==> config.mk <==
export PLATFORM = sky130hd
export DESIGN_NAME = encoder_and_button_qualifier_flat
export DESIGN_NICKNAME = d
export VERILOG_FILES = /design/src/design/ebq_pkg.sv /design/src/design/ebq_sample_if.sv /design/src/design/ebq_result_if.sv /design/src/design/encoder_and_button_qualifier.sv /design/src/design/ebq_encoder.sv /design/src/design/ebq_debounce.sv /design/src/flat_wrapper.sv
export VERILOG_INCLUDE_DIRS = /design/src /design/src/design
export SDC_FILE = /design/constraint.sdc
export NUM_CORES = 1
export LEC_CHECK = 0
export BUFFER_PORTS_ARGS = -buffer_cell sky130_fd_sc_hd__buf_2
export CAP_MARGIN = 10
export CORE_MARGIN = 1.5
export CORE_UTILIZATION = 60
export DETAILED_ROUTE_END_ITERATION = 6
export PLACE_DENSITY = 0.86
export SLEW_MARGIN = 10
export SYNTH_ARGS = -nofsm -noshare
export SYNTH_HDL_FRONTEND = slang
export SYNTH_SLANG_ARGS = --single-unit
==> constraint.sdc <==
create_clock -name clk_i -period 5.4 [get_ports clk_i]
set_input_delay 0.27 -clock clk_i [delete_from_list [all_inputs] [get_ports clk_i]]
set_output_delay 0.27 -clock clk_i [all_outputs]
set_load 0.01 [all_outputs]
==> src/design/encoder_and_button_qualifier_defines.svh <==
// ----------------------------------------------------------------------------
// encoder_and_button_qualifier_defines
// Assertion macros shared by the encoder and button qualifier.
// ----------------------------------------------------------------------------
`ifndef ENCODER_AND_BUTTON_QUALIFIER_DEFINES_SVH
`define ENCODER_AND_BUTTON_QUALIFIER_DEFINES_SVH

// Check a consequence in the same cycle as its cause.
`define EBQ_ASSERT_SAME(lbl, clk, rstn, ante, cons, msg) \
  lbl: assert property (@(posedge clk) disable iff (!rstn) (ante) |-> (cons)) \
    else $error(msg);

// Check a consequence in the cycle after its cause.
`define EBQ_ASSERT_NEXT(lbl, clk, rstn, ante, cons, msg) \
  lbl: assert property (@(posedge clk) disable iff (!rstn) (ante) |=> (cons)) \
    else $error(msg);

`endif

==> src/design/ebq_pkg.sv <==
// ----------------------------------------------------------------------------
// ebq_pkg
// Widths, channel indexes and shared types of the encoder and button qualifier.
// ----------------------------------------------------------------------------
`timescale 1ns / 1ps
`default_nettype none

package ebq_pkg;

  localparam int unsigned PosW        = 32;
  localparam int unsigned TimeW       = 32;
  localparam int unsigned DebounceW   = 16;
  localparam int unsigned AngleW      = 9;
  localparam int unsigned FullTurn    = 360;
  localparam int unsigned AngleStepDefault = 10;
  localparam logic [DebounceW-1:0] DebounceReset = 16'd50;

  // Debounced channels
  localparam int unsigned NumChan   = 3;
  localparam int unsigned ChSwitch  = 0;
  localparam int unsigned ChButtonA = 1;
  localparam int unsigned ChButtonB = 2;

  // Encoder state after the current sample
  typedef struct packed {
    logic [AngleW-1:0] angle;
    logic [PosW-1:0]   position;
  } enc_state_t;

  // Debouncer status after the current sample
  typedef struct packed {
    logic stable;
    logic rose;
  } deb_status_t;

endpackage

`default_nettype wire

==> src/design/ebq_sample_if.sv <==
// ----------------------------------------------------------------------------
// ebq_sample_if
// Request channel carrying one pin sample and its millisecond timestamp.
// ----------------------------------------------------------------------------
`timescale 1ns / 1ps
`default_nettype none

interface ebq_sample_if;
  logic        valid;
  logic        ready;
  logic        enc_a_level;
  logic        enc_b_level;
  logic        switch_level;
  logic        button_a_level;
  logic        button_b_level;
  logic [31:0] now_ms;

  modport source (
    output valid, enc_a_level, enc_b_level, switch_level, button_a_level,
           button_b_level, now_ms,
    input  ready
  );

  modport sink (
    input  valid, enc_a_level, enc_b_level, switch_level, button_a_level,
           button_b_level, now_ms,
    output ready
  );
endinterface

`default_nettype wire

==> src/design/ebq_result_if.sv <==
// ----------------------------------------------------------------------------
// ebq_result_if
// Request channel carrying the qualified encoder and button state.
// ----------------------------------------------------------------------------
`timescale 1ns / 1ps
`default_nettype none

interface ebq_result_if;
  logic               valid;
  logic               ready;
  logic [8:0]         angle_deg;
  logic signed [31:0] position;
  logic               switch_pressed_pulse;
  logic               button_a_stable;
  logic               button_b_stable;

  modport source (
    output valid, angle_deg, position, switch_pressed_pulse, button_a_stable,
           button_b_stable,
    input  ready
  );

  modport sink (
    input  valid, angle_deg, position, switch_pressed_pulse, button_a_stable,
           button_b_stable,
    output ready
  );
endinterface

`default_nettype wire

==> src/design/encoder_and_button_qualifier.sv <==
// ----------------------------------------------------------------------------
// encoder_and_button_qualifier
// Quadrature encoder count and angle with debounced switch and buttons.
//
//   channel    dir  handshake      carries
//   sample_i   in   valid/ready    encoder A/B, switch, buttons, now_ms
//   result_o   out  valid/ready    angle, position, press pulse, buttons
//   cfg        in   cfg_we_i       settle time in ms
//
// One request per cycle while result_o accepts; a taken request passes the
// input register, then the result register.
// The state update sits between the two registers and commits as a request
// moves into the result register, so a stalled result freezes both stages.
// Reset: encoder A taken as high, count, angle and buttons released.
// ----------------------------------------------------------------------------
`timescale 1ns / 1ps
`default_nettype none

`include "encoder_and_button_qualifier_defines.svh"

module encoder_and_button_qualifier #(
  parameter int unsigned AngleStep = ebq_pkg::AngleStepDefault
) (
  input  wire logic                          clk_i,
  input  wire logic                          rst_ni,
  ebq_sample_if.sink                         sample_i,
  ebq_result_if.source                       result_o,
  input  wire logic                          cfg_we_i,
  input  wire logic [ebq_pkg::DebounceW-1:0] cfg_wdata_i
);
  import ebq_pkg::*;

  logic [DebounceW-1:0] settle_ms_q;

  logic               in_valid_q;
  logic               a_q, b_q;
  logic [NumChan-1:0] level_q;
  logic [TimeW-1:0]   now_q;
  logic               advance;

  enc_state_t         enc_state;
  deb_status_t        deb_status [NumChan];
  logic [NumChan-1:0] pressed;

  logic               out_valid_q;
  logic [AngleW-1:0]  angle_q;
  logic [PosW-1:0]    position_q;
  logic               pulse_q, btn_a_q, btn_b_q;

  // Hold the debounce time register
  always_ff @(posedge clk_i or negedge rst_ni) begin
    if (!rst_ni) begin
      settle_ms_q <= DebounceReset;
    end else if (cfg_we_i) begin
      settle_ms_q <= cfg_wdata_i;
    end
  end

  // Advance the input stage whenever the result register is free
  assign advance        = in_valid_q && (!out_valid_q || result_o.ready);
  assign sample_i.ready = !in_valid_q || advance;

  // Capture the request
  always_ff @(posedge clk_i or negedge rst_ni) begin
    if (!rst_ni) begin
      in_valid_q <= 1'b0;
    end else if (sample_i.ready) begin
      in_valid_q <= sample_i.valid;
    end
  end

  always_ff @(posedge clk_i) begin
    if (sample_i.ready && sample_i.valid) begin
      a_q     <= sample_i.enc_a_level;
      b_q     <= sample_i.enc_b_level;
      level_q <= {sample_i.button_b_level, sample_i.button_a_level,
                  sample_i.switch_level};
      now_q   <= sample_i.now_ms;
    end
  end

  ebq_encoder #(
    .AngleStep (AngleStep)
  ) u_encoder (
    .clk_i   (clk_i),
    .rst_ni  (rst_ni),
    .en_i    (advance),
    .a_i     (a_q),
    .b_i     (b_q),
    .state_o (enc_state)
  );

  // Pins are active low: pressed means a low level
  assign pressed = ~level_q;

  for (genvar i = 0; i < NumChan; i++) begin : g_deb
    ebq_debounce u_debounce (
      .clk_i       (clk_i),
      .rst_ni      (rst_ni),
      .en_i        (advance),
      .pressed_i   (pressed[i]),
      .now_i       (now_q),
      .settle_ms_i (settle_ms_q),
      .status_o    (deb_status[i])
    );
  end

  // Result register
  always_ff @(posedge clk_i or negedge rst_ni) begin
    if (!rst_ni) begin
      out_valid_q <= 1'b0;
    end else if (advance) begin
      out_valid_q <= 1'b1;
    end else if (result_o.ready) begin
      out_valid_q <= 1'b0;
    end
  end

  always_ff @(posedge clk_i) begin
    if (advance) begin
      angle_q    <= enc_state.angle;
      position_q <= enc_state.position;
      pulse_q    <= deb_status[ChSwitch].rose;
      btn_a_q    <= deb_status[ChButtonA].stable;
      btn_b_q    <= deb_status[ChButtonB].stable;
    end
  end

  assign result_o.valid                = out_valid_q;
  assign result_o.angle_deg            = angle_q;
  assign result_o.position             = $signed(position_q);
  assign result_o.switch_pressed_pulse = pulse_q;
  assign result_o.button_a_stable      = btn_a_q;
  assign result_o.button_b_stable      = btn_b_q;

  // Checks
  `EBQ_ASSERT_SAME(a_angle_range, clk_i, rst_ni, out_valid_q,
                   angle_q < AngleW'(FullTurn), "angle out of range")
  `EBQ_ASSERT_NEXT(a_advance_fills, clk_i, rst_ni, advance, out_valid_q,
                   "advanced request lost")
  `EBQ_ASSERT_NEXT(a_stall_holds, clk_i, rst_ni, in_valid_q && !advance, in_valid_q,
                   "stalled request dropped")
  `EBQ_ASSERT_SAME(a_pulse_stable, clk_i, rst_ni, advance && deb_status[ChSwitch].rose,
                   deb_status[ChSwitch].stable, "pulse without pressed switch")

endmodule

`default_nettype wire

==> src/design/ebq_encoder.sv <==
// ----------------------------------------------------------------------------
// ebq_encoder
// Quadrature count and incremental angle, updated once per request.
// ----------------------------------------------------------------------------
`timescale 1ns / 1ps
`default_nettype none

module ebq_encoder #(
  parameter int unsigned AngleStep = ebq_pkg::AngleStepDefault
) (
  input  wire logic                clk_i,
  input  wire logic                rst_ni,
  input  wire logic                en_i,
  input  wire logic                a_i,
  input  wire logic                b_i,
  output ebq_pkg::enc_state_t      state_o
);
  import ebq_pkg::*;

  localparam logic [AngleW-1:0] Step = AngleW'(AngleStep % FullTurn);
  localparam logic [AngleW-1:0] Back = AngleW'(FullTurn - (AngleStep % FullTurn));
  localparam logic [AngleW:0]   Turn = (AngleW+1)'(FullTurn);

  logic              a_prev_q;
  logic [PosW-1:0]   count_q, count_d;
  logic [AngleW-1:0] angle_q, angle_d;
  logic [AngleW:0]   up_sum;

  // Step the count and angle when channel A changes
  always_comb begin
    up_sum  = {1'b0, angle_q} + {1'b0, Step};
    count_d = count_q;
    angle_d = angle_q;
    if (a_i != a_prev_q) begin
      if (a_i == b_i) begin
        count_d = count_q + PosW'(1);
        angle_d = (up_sum >= Turn) ? AngleW'(up_sum - Turn) : up_sum[AngleW-1:0];
      end else begin
        count_d = count_q - PosW'(1);
        angle_d = (angle_q >= Step) ? angle_q - Step : angle_q + Back;
      end
    end
  end

  // Commit on advance
  always_ff @(posedge clk_i or negedge rst_ni) begin
    if (!rst_ni) begin
      a_prev_q <= 1'b1;
      count_q  <= '0;
      angle_q  <= '0;
    end else if (en_i) begin
      a_prev_q <= a_i;
      count_q  <= count_d;
      angle_q  <= angle_d;
    end
  end

  assign state_o.angle    = angle_d;
  assign state_o.position = count_d;

endmodule

`default_nettype wire

==> src/design/ebq_debounce.sv <==
// ----------------------------------------------------------------------------
// ebq_debounce
// Timestamp debouncer for one active-high pressed level.
// ----------------------------------------------------------------------------
`timescale 1ns / 1ps
`default_nettype none

module ebq_debounce (
  input  wire logic                            clk_i,
  input  wire logic                            rst_ni,
  input  wire logic                            en_i,
  input  wire logic                            pressed_i,
  input  wire logic [ebq_pkg::TimeW-1:0]       now_i,
  input  wire logic [ebq_pkg::DebounceW-1:0]   settle_ms_i,
  output ebq_pkg::deb_status_t                 status_o
);
  import ebq_pkg::*;

  logic             raw_q, raw_d;
  logic             stable_q, stable_d;
  logic [TimeW-1:0] change_q, change_d;
  logic [TimeW-1:0] elapsed;

  // Restart the timer on a raw change, else settle once held long enough
  always_comb begin
    elapsed  = now_i - change_q;
    raw_d    = raw_q;
    change_d = change_q;
    stable_d = stable_q;
    if (pressed_i != raw_q) begin
      raw_d    = pressed_i;
      change_d = now_i;
    end else if (elapsed > TimeW'(settle_ms_i)) begin
      stable_d = raw_q;
    end
  end

  always_ff @(posedge clk_i or negedge rst_ni) begin
    if (!rst_ni) begin
      raw_q    <= 1'b0;
      stable_q <= 1'b0;
      change_q <= '0;
    end else if (en_i) begin
      raw_q    <= raw_d;
      stable_q <= stable_d;
      change_q <= change_d;
    end
  end

  assign status_o.stable = stable_d;
  assign status_o.rose   = stable_d & ~stable_q;

endmodule

`default_nettype wire
==> src/flat_wrapper.sv <==
// flat-port wrapper written by rule: the top's interface ports become plain ports
module encoder_and_button_qualifier_flat import ebq_pkg::*;
#(
  parameter int unsigned AngleStep = ebq_pkg::AngleStepDefault
)
  (clk_i, rst_ni, cfg_we_i, cfg_wdata_i, sample_i_valid, sample_i_enc_a_level, sample_i_enc_b_level, sample_i_switch_level, sample_i_button_a_level, sample_i_button_b_level, sample_i_now_ms, sample_i_ready, result_o_valid, result_o_angle_deg, result_o_position, result_o_switch_pressed_pulse, result_o_button_a_stable, result_o_button_b_stable, result_o_ready);
  ebq_sample_if sample_i_i ();
  ebq_result_if result_o_i ();
  input  wire logic clk_i;
  input  wire logic rst_ni;
  input  wire logic cfg_we_i;
  input  wire logic [ebq_pkg::DebounceW-1:0] cfg_wdata_i;
  input wire logic [$bits(sample_i_i.valid)-1:0] sample_i_valid;
  input wire logic [$bits(sample_i_i.enc_a_level)-1:0] sample_i_enc_a_level;
  input wire logic [$bits(sample_i_i.enc_b_level)-1:0] sample_i_enc_b_level;
  input wire logic [$bits(sample_i_i.switch_level)-1:0] sample_i_switch_level;
  input wire logic [$bits(sample_i_i.button_a_level)-1:0] sample_i_button_a_level;
  input wire logic [$bits(sample_i_i.button_b_level)-1:0] sample_i_button_b_level;
  input wire logic [$bits(sample_i_i.now_ms)-1:0] sample_i_now_ms;
  output wire logic [$bits(sample_i_i.ready)-1:0] sample_i_ready;
  output wire logic [$bits(result_o_i.valid)-1:0] result_o_valid;
  output wire logic [$bits(result_o_i.angle_deg)-1:0] result_o_angle_deg;
  output wire logic [$bits(result_o_i.position)-1:0] result_o_position;
  output wire logic [$bits(result_o_i.switch_pressed_pulse)-1:0] result_o_switch_pressed_pulse;
  output wire logic [$bits(result_o_i.button_a_stable)-1:0] result_o_button_a_stable;
  output wire logic [$bits(result_o_i.button_b_stable)-1:0] result_o_button_b_stable;
  input wire logic [$bits(result_o_i.ready)-1:0] result_o_ready;
  assign sample_i_i.valid = sample_i_valid;
  assign sample_i_i.enc_a_level = sample_i_enc_a_level;
  assign sample_i_i.enc_b_level = sample_i_enc_b_level;
  assign sample_i_i.switch_level = sample_i_switch_level;
  assign sample_i_i.button_a_level = sample_i_button_a_level;
  assign sample_i_i.button_b_level = sample_i_button_b_level;
  assign sample_i_i.now_ms = sample_i_now_ms;
  assign sample_i_ready = sample_i_i.ready;
  assign result_o_valid = result_o_i.valid;
  assign result_o_angle_deg = result_o_i.angle_deg;
  assign result_o_position = result_o_i.position;
  assign result_o_switch_pressed_pulse = result_o_i.switch_pressed_pulse;
  assign result_o_button_a_stable = result_o_i.button_a_stable;
  assign result_o_button_b_stable = result_o_i.button_b_stable;
  assign result_o_i.ready = result_o_ready;
  encoder_and_button_qualifier #(.AngleStep(AngleStep)) u_core (.clk_i(clk_i), .rst_ni(rst_ni), .sample_i(sample_i_i), .result_o(result_o_i), .cfg_we_i(cfg_we_i), .cfg_wdata_i(cfg_wdata_i));
endmodule
==> flow_summary.toml <==
[status]
status = "completed"

[global_route]
grt_max_degree = 103
antenna_found_initial = 0
grt_first_pass_wirelength_um = 73700
grt_usage_pct = 29.4
grt_pass1_vias = 15000
overflow = 0

[power]
p_total_mw = 11.3
cellPowerDensity_mw_per_mm2 = 556
ir_worst_vdd_mv = 0.436
leakage_nw = 9.18

[floorplanning]
ioPinCount = 104
rows = 63
core_mm2 = 0.0295
dieArea_mm2 = 0.0308
start_util_pct = 60.6
die_y_um = 176
die_w_um = 176

[drt]
drt-initial-drc-count = 899
ant_nets = 0
routed_wl_um = 45800
vias_per_cell = 6.13
dr.pass1.iters = 7
vias = 15300
wl_per_cell_um = 18.4
drc = 0

[clock_tree]
h-tree-depth = 1
cts_buffer_depth = 3
cts_buffers = 27
clkTransAtPathRegs_ps = 60
clock_sinks = 241
clock_latency_ps = 540
cts-root-buf = "clkbuf_16"
cts_tree = "yes"

[sta]
fin_skew_ps = 13.1
tns_ps = 0
tightest_slew_ps = 1150
finalSetupViolCount = 0
fin_crit_ps = 5180
relSlewSlack_pct = 23.1
slew_violations = 0
fin_crit_sh_pct = 96.0
fmaxAchievable_ghz = 0.193
hold_viol = 0

[logic_synthesis]
yosys_warnings = 0
ys_seq_elements = 241
synth_top_area_share_pct = 22.0
synth_top_area_cell = "dfrtp_1"
avgSynthCellArea_um2 = 9.23
synth_fp_nets = 2176
synth.area.top_cells = "dfrtp_1 (22%), edfxtp_1 (13%), ha_1 (12%)"
synthArstFlopShare_pct = 66.8
synth_edf_count = 80
syn_area_mm2 = 0.0179
yosysSeqAreaShare_pct = 36.0
synthCells = 1937
synth_cell_types = 79
synth_flop_cell = "dfrtp_1"

[placement]
place_hpwl_um = 33600
globalplace.congestion = 0.938
dpl_cell_area_mm2 = 0.0188
port_buffers = 102

[cells_and_area]
filler_cell_count = 2302
n_antenna_cell = 0
nNetsFinal = 2318
final_common_cell = "nand2_1"
fin_area_mm2 = 0.0203
area_growth_pct = 13.3
final_cell_mix = "nand2_1 (182), ha_1 (177), inv_1 (158)"
post-route-util_pct = 68.7
drive_gt1_share_pct = 14.8

[job]
max_cap_viol_count = 0

[setup_path]
rr_worst_depth = 21
end_kind = "flip-flop"
worstSetupPathType = "flip-flop to flip-flop"
rr_endpoint = "u_core.result_o.button_a_stable$_DFFE_PP_"
critPathLaunchType = "flip-flop"
worstSetupStartpoint = "u_core.now_q[2]$_DFFE_PP_"
critical_path.max_fanout = 6
regToRegSetupSlack_ps = 220
worstPathRequired_ps = 5800
r2r-start = "u_core.now_q[2]$_DFFE_PP_"
crit_path_end = "u_core.result_o.button_a_stable$_DFFE_PP_"
arrival_ps = 5580

[worst_hold_path]
holdCritPathClass = "input port to flip-flop"
## Yosys cell counts (11+ instances only)
| master | count |
|---|---|
| nand2_1 | 182 |
| ha_1 | 177 |
| inv_1 | 160 |
| dfrtp_1 | 157 |
| a21oi_1 | 139 |
| o21ai_0 | 132 |
| nor2_1 | 109 |
| mux2_2 | 103 |
| edfxtp_1 | 80 |
| xnor2_1 | 77 |
| a21o_1 | 64 |
| clkbuf_1 | 55 |
| nand3_1 | 37 |
| nand4_1 | 35 |
| xor2_1 | 34 |
| o211ai_1 | 30 |
| o21a_1 | 30 |
| nor3_1 | 26 |
| a31oi_1 | 23 |
| nor2b_1 | 23 |
| nand2b_1 | 20 |
| a211oi_1 | 18 |
| and3_1 | 17 |
| nor4_1 | 16 |
| mux2i_1 | 15 |
| or3_1 | 12 |
| o21bai_1 | 11 |
| o31ai_1 | 11 |
## per-stage QoR
step | cells | hold WS [ps] | setup slack, ps
3_5_place_dp | 2383 | 448 | 71.8
3_3_place_gp | 2383 | 433 | 235
4_1_cts | 2487 | 5.47 | 71.4
2_1_floorplan | 1937 | -25.6 | 617
6_report | 2489 | 18.8 | 218
5_1_grt | 2489 | 57.6 | -70.1
## logic make-up (layout without fill, tap and decap cells)
group / after synthesis / in the layout / share of synthesized area (%)
AOI/OAI and AO/OA: 539 / 539 / 19.4
and+or+nand+nor: 515 / 515 / 13.8
DFF: 241 / 241 / 36.0
buffers and inverters: 229 / 391 / 4.98
adders and majority gates: 182 / 182 / 12.9
muxes: 118 / 118 / 7.33
xor gates and xnor gates: 112 / 112 / 5.59
other: 1 / 1 / 0.0210
## per-layer routing
| metal | vias to the layer above | part of all wire, % | track usage [%] |
|---|---|---|---|
| li1 | 7306 | - | - |
| met1 | 7307 | 43 | 37.7 |
| met2 | 516 | 47 | 50.3 |
| met3 | 124 | 6.2 | 4.33 |
| met4 | 0 | 3.4 | 10.8 |
| met5 | - | 0 | 0 |
## critical path: stages, from the launching register on
cell	delay, ps
edfxtp_1	470
ha_1	400
o21a_1	210
o31a_1	140
o31ai_1	240
buf_4	160
o211ai_1	130
o21ba_2	260
xor2_1	140
ha_1	300
nand4_1	120
or3_1	370
nor2_2	120
nor3_1	50
or4_4	540
a2111oi_4	350
nand4_1	150
nor4_2	270
nand4_1	120
buf_4	180
a21o_1	180
a21oi_1	130
## power by group
part / internal [mW] / switching (mW)
Clock: 1.09 / 0.767
Combinational: 2.76 / 3.70
Sequential: 2.54 / 0.406
Total: 6.39 / 4.87
## area by class of cell
class / count / area, µm² / area share, %
Timing Repair Buffer: 182 / 1250 / 6.20
Clock inverter: 14 / 154 / 0.760
Sequential cell: 241 / 6440 / 31.8
Inverter: 160 / 601 / 2.97
Clock buffer: 35 / 726 / 3.58
Multi-Input combinational cell: 1467 / 10600 / 52.3
Tap cell: 390 / 488 / 2.41
## flip-flops by register name, summed over array words and instances (netlist names)
name and cells:
u_core.g_deb.u_debounce.change_q 96, u_core.now_q 32, u_core.result_o.position 32, u_core.u_encoder.count_q 32
u_core.settle_ms_q 16, u_core.result_o.angle_deg 8, u_core.u_encoder.angle_q 8, u_core.g_deb.u_debounce.raw_q 3
u_core.g_deb.u_debounce.stable_q 3, u_core.level_q 3, u_core.a_q 1, u_core.b_q 1
u_core.in_valid_q 1, u_core.result_o.button_a_stable 1, u_core.result_o.button_b_stable 1, u_core.result_o.switch_pressed_pulse 1
u_core.result_o.valid 1, u_core.u_encoder.a_prev_q 1
## worst min path at each step
stage	startpoint	to	slack, ps	depth (start not counted)
final	result_o_ready	u_core.result_o.valid$_DFFE_PN0P_	20	3
after global routing	result_o_ready	u_core.result_o.valid$_DFFE_PN0P_	60	3
after CTS	result_o_ready	u_core.result_o.valid$_DFFE_PN0P_	5	3
after detailed placement	sample_i_now_ms[24]	u_core.now_q[24]$_DFFE_PP_	450	1
after global placement	rst_ni	u_core.settle_ms_q[0]$_DFFE_PN0P_	430	1
after floorplan	rst_ni	u_core.g_deb[0].u_debounce.change_q[0]$_DFFE_PN0P_	-30	0
## timing repair
| item | CTS | global route |
|---|---|---|
| hold endpoints to repair | 152 | 0 |
| setup buffers | 0 | 2 |
| hold buffers | 55 | 0 |
| setup endpoints to repair | 0 | 2 |
| resized for setup | 0 | 6 |
No activity file was read; power rests on OpenSTA's default activity.
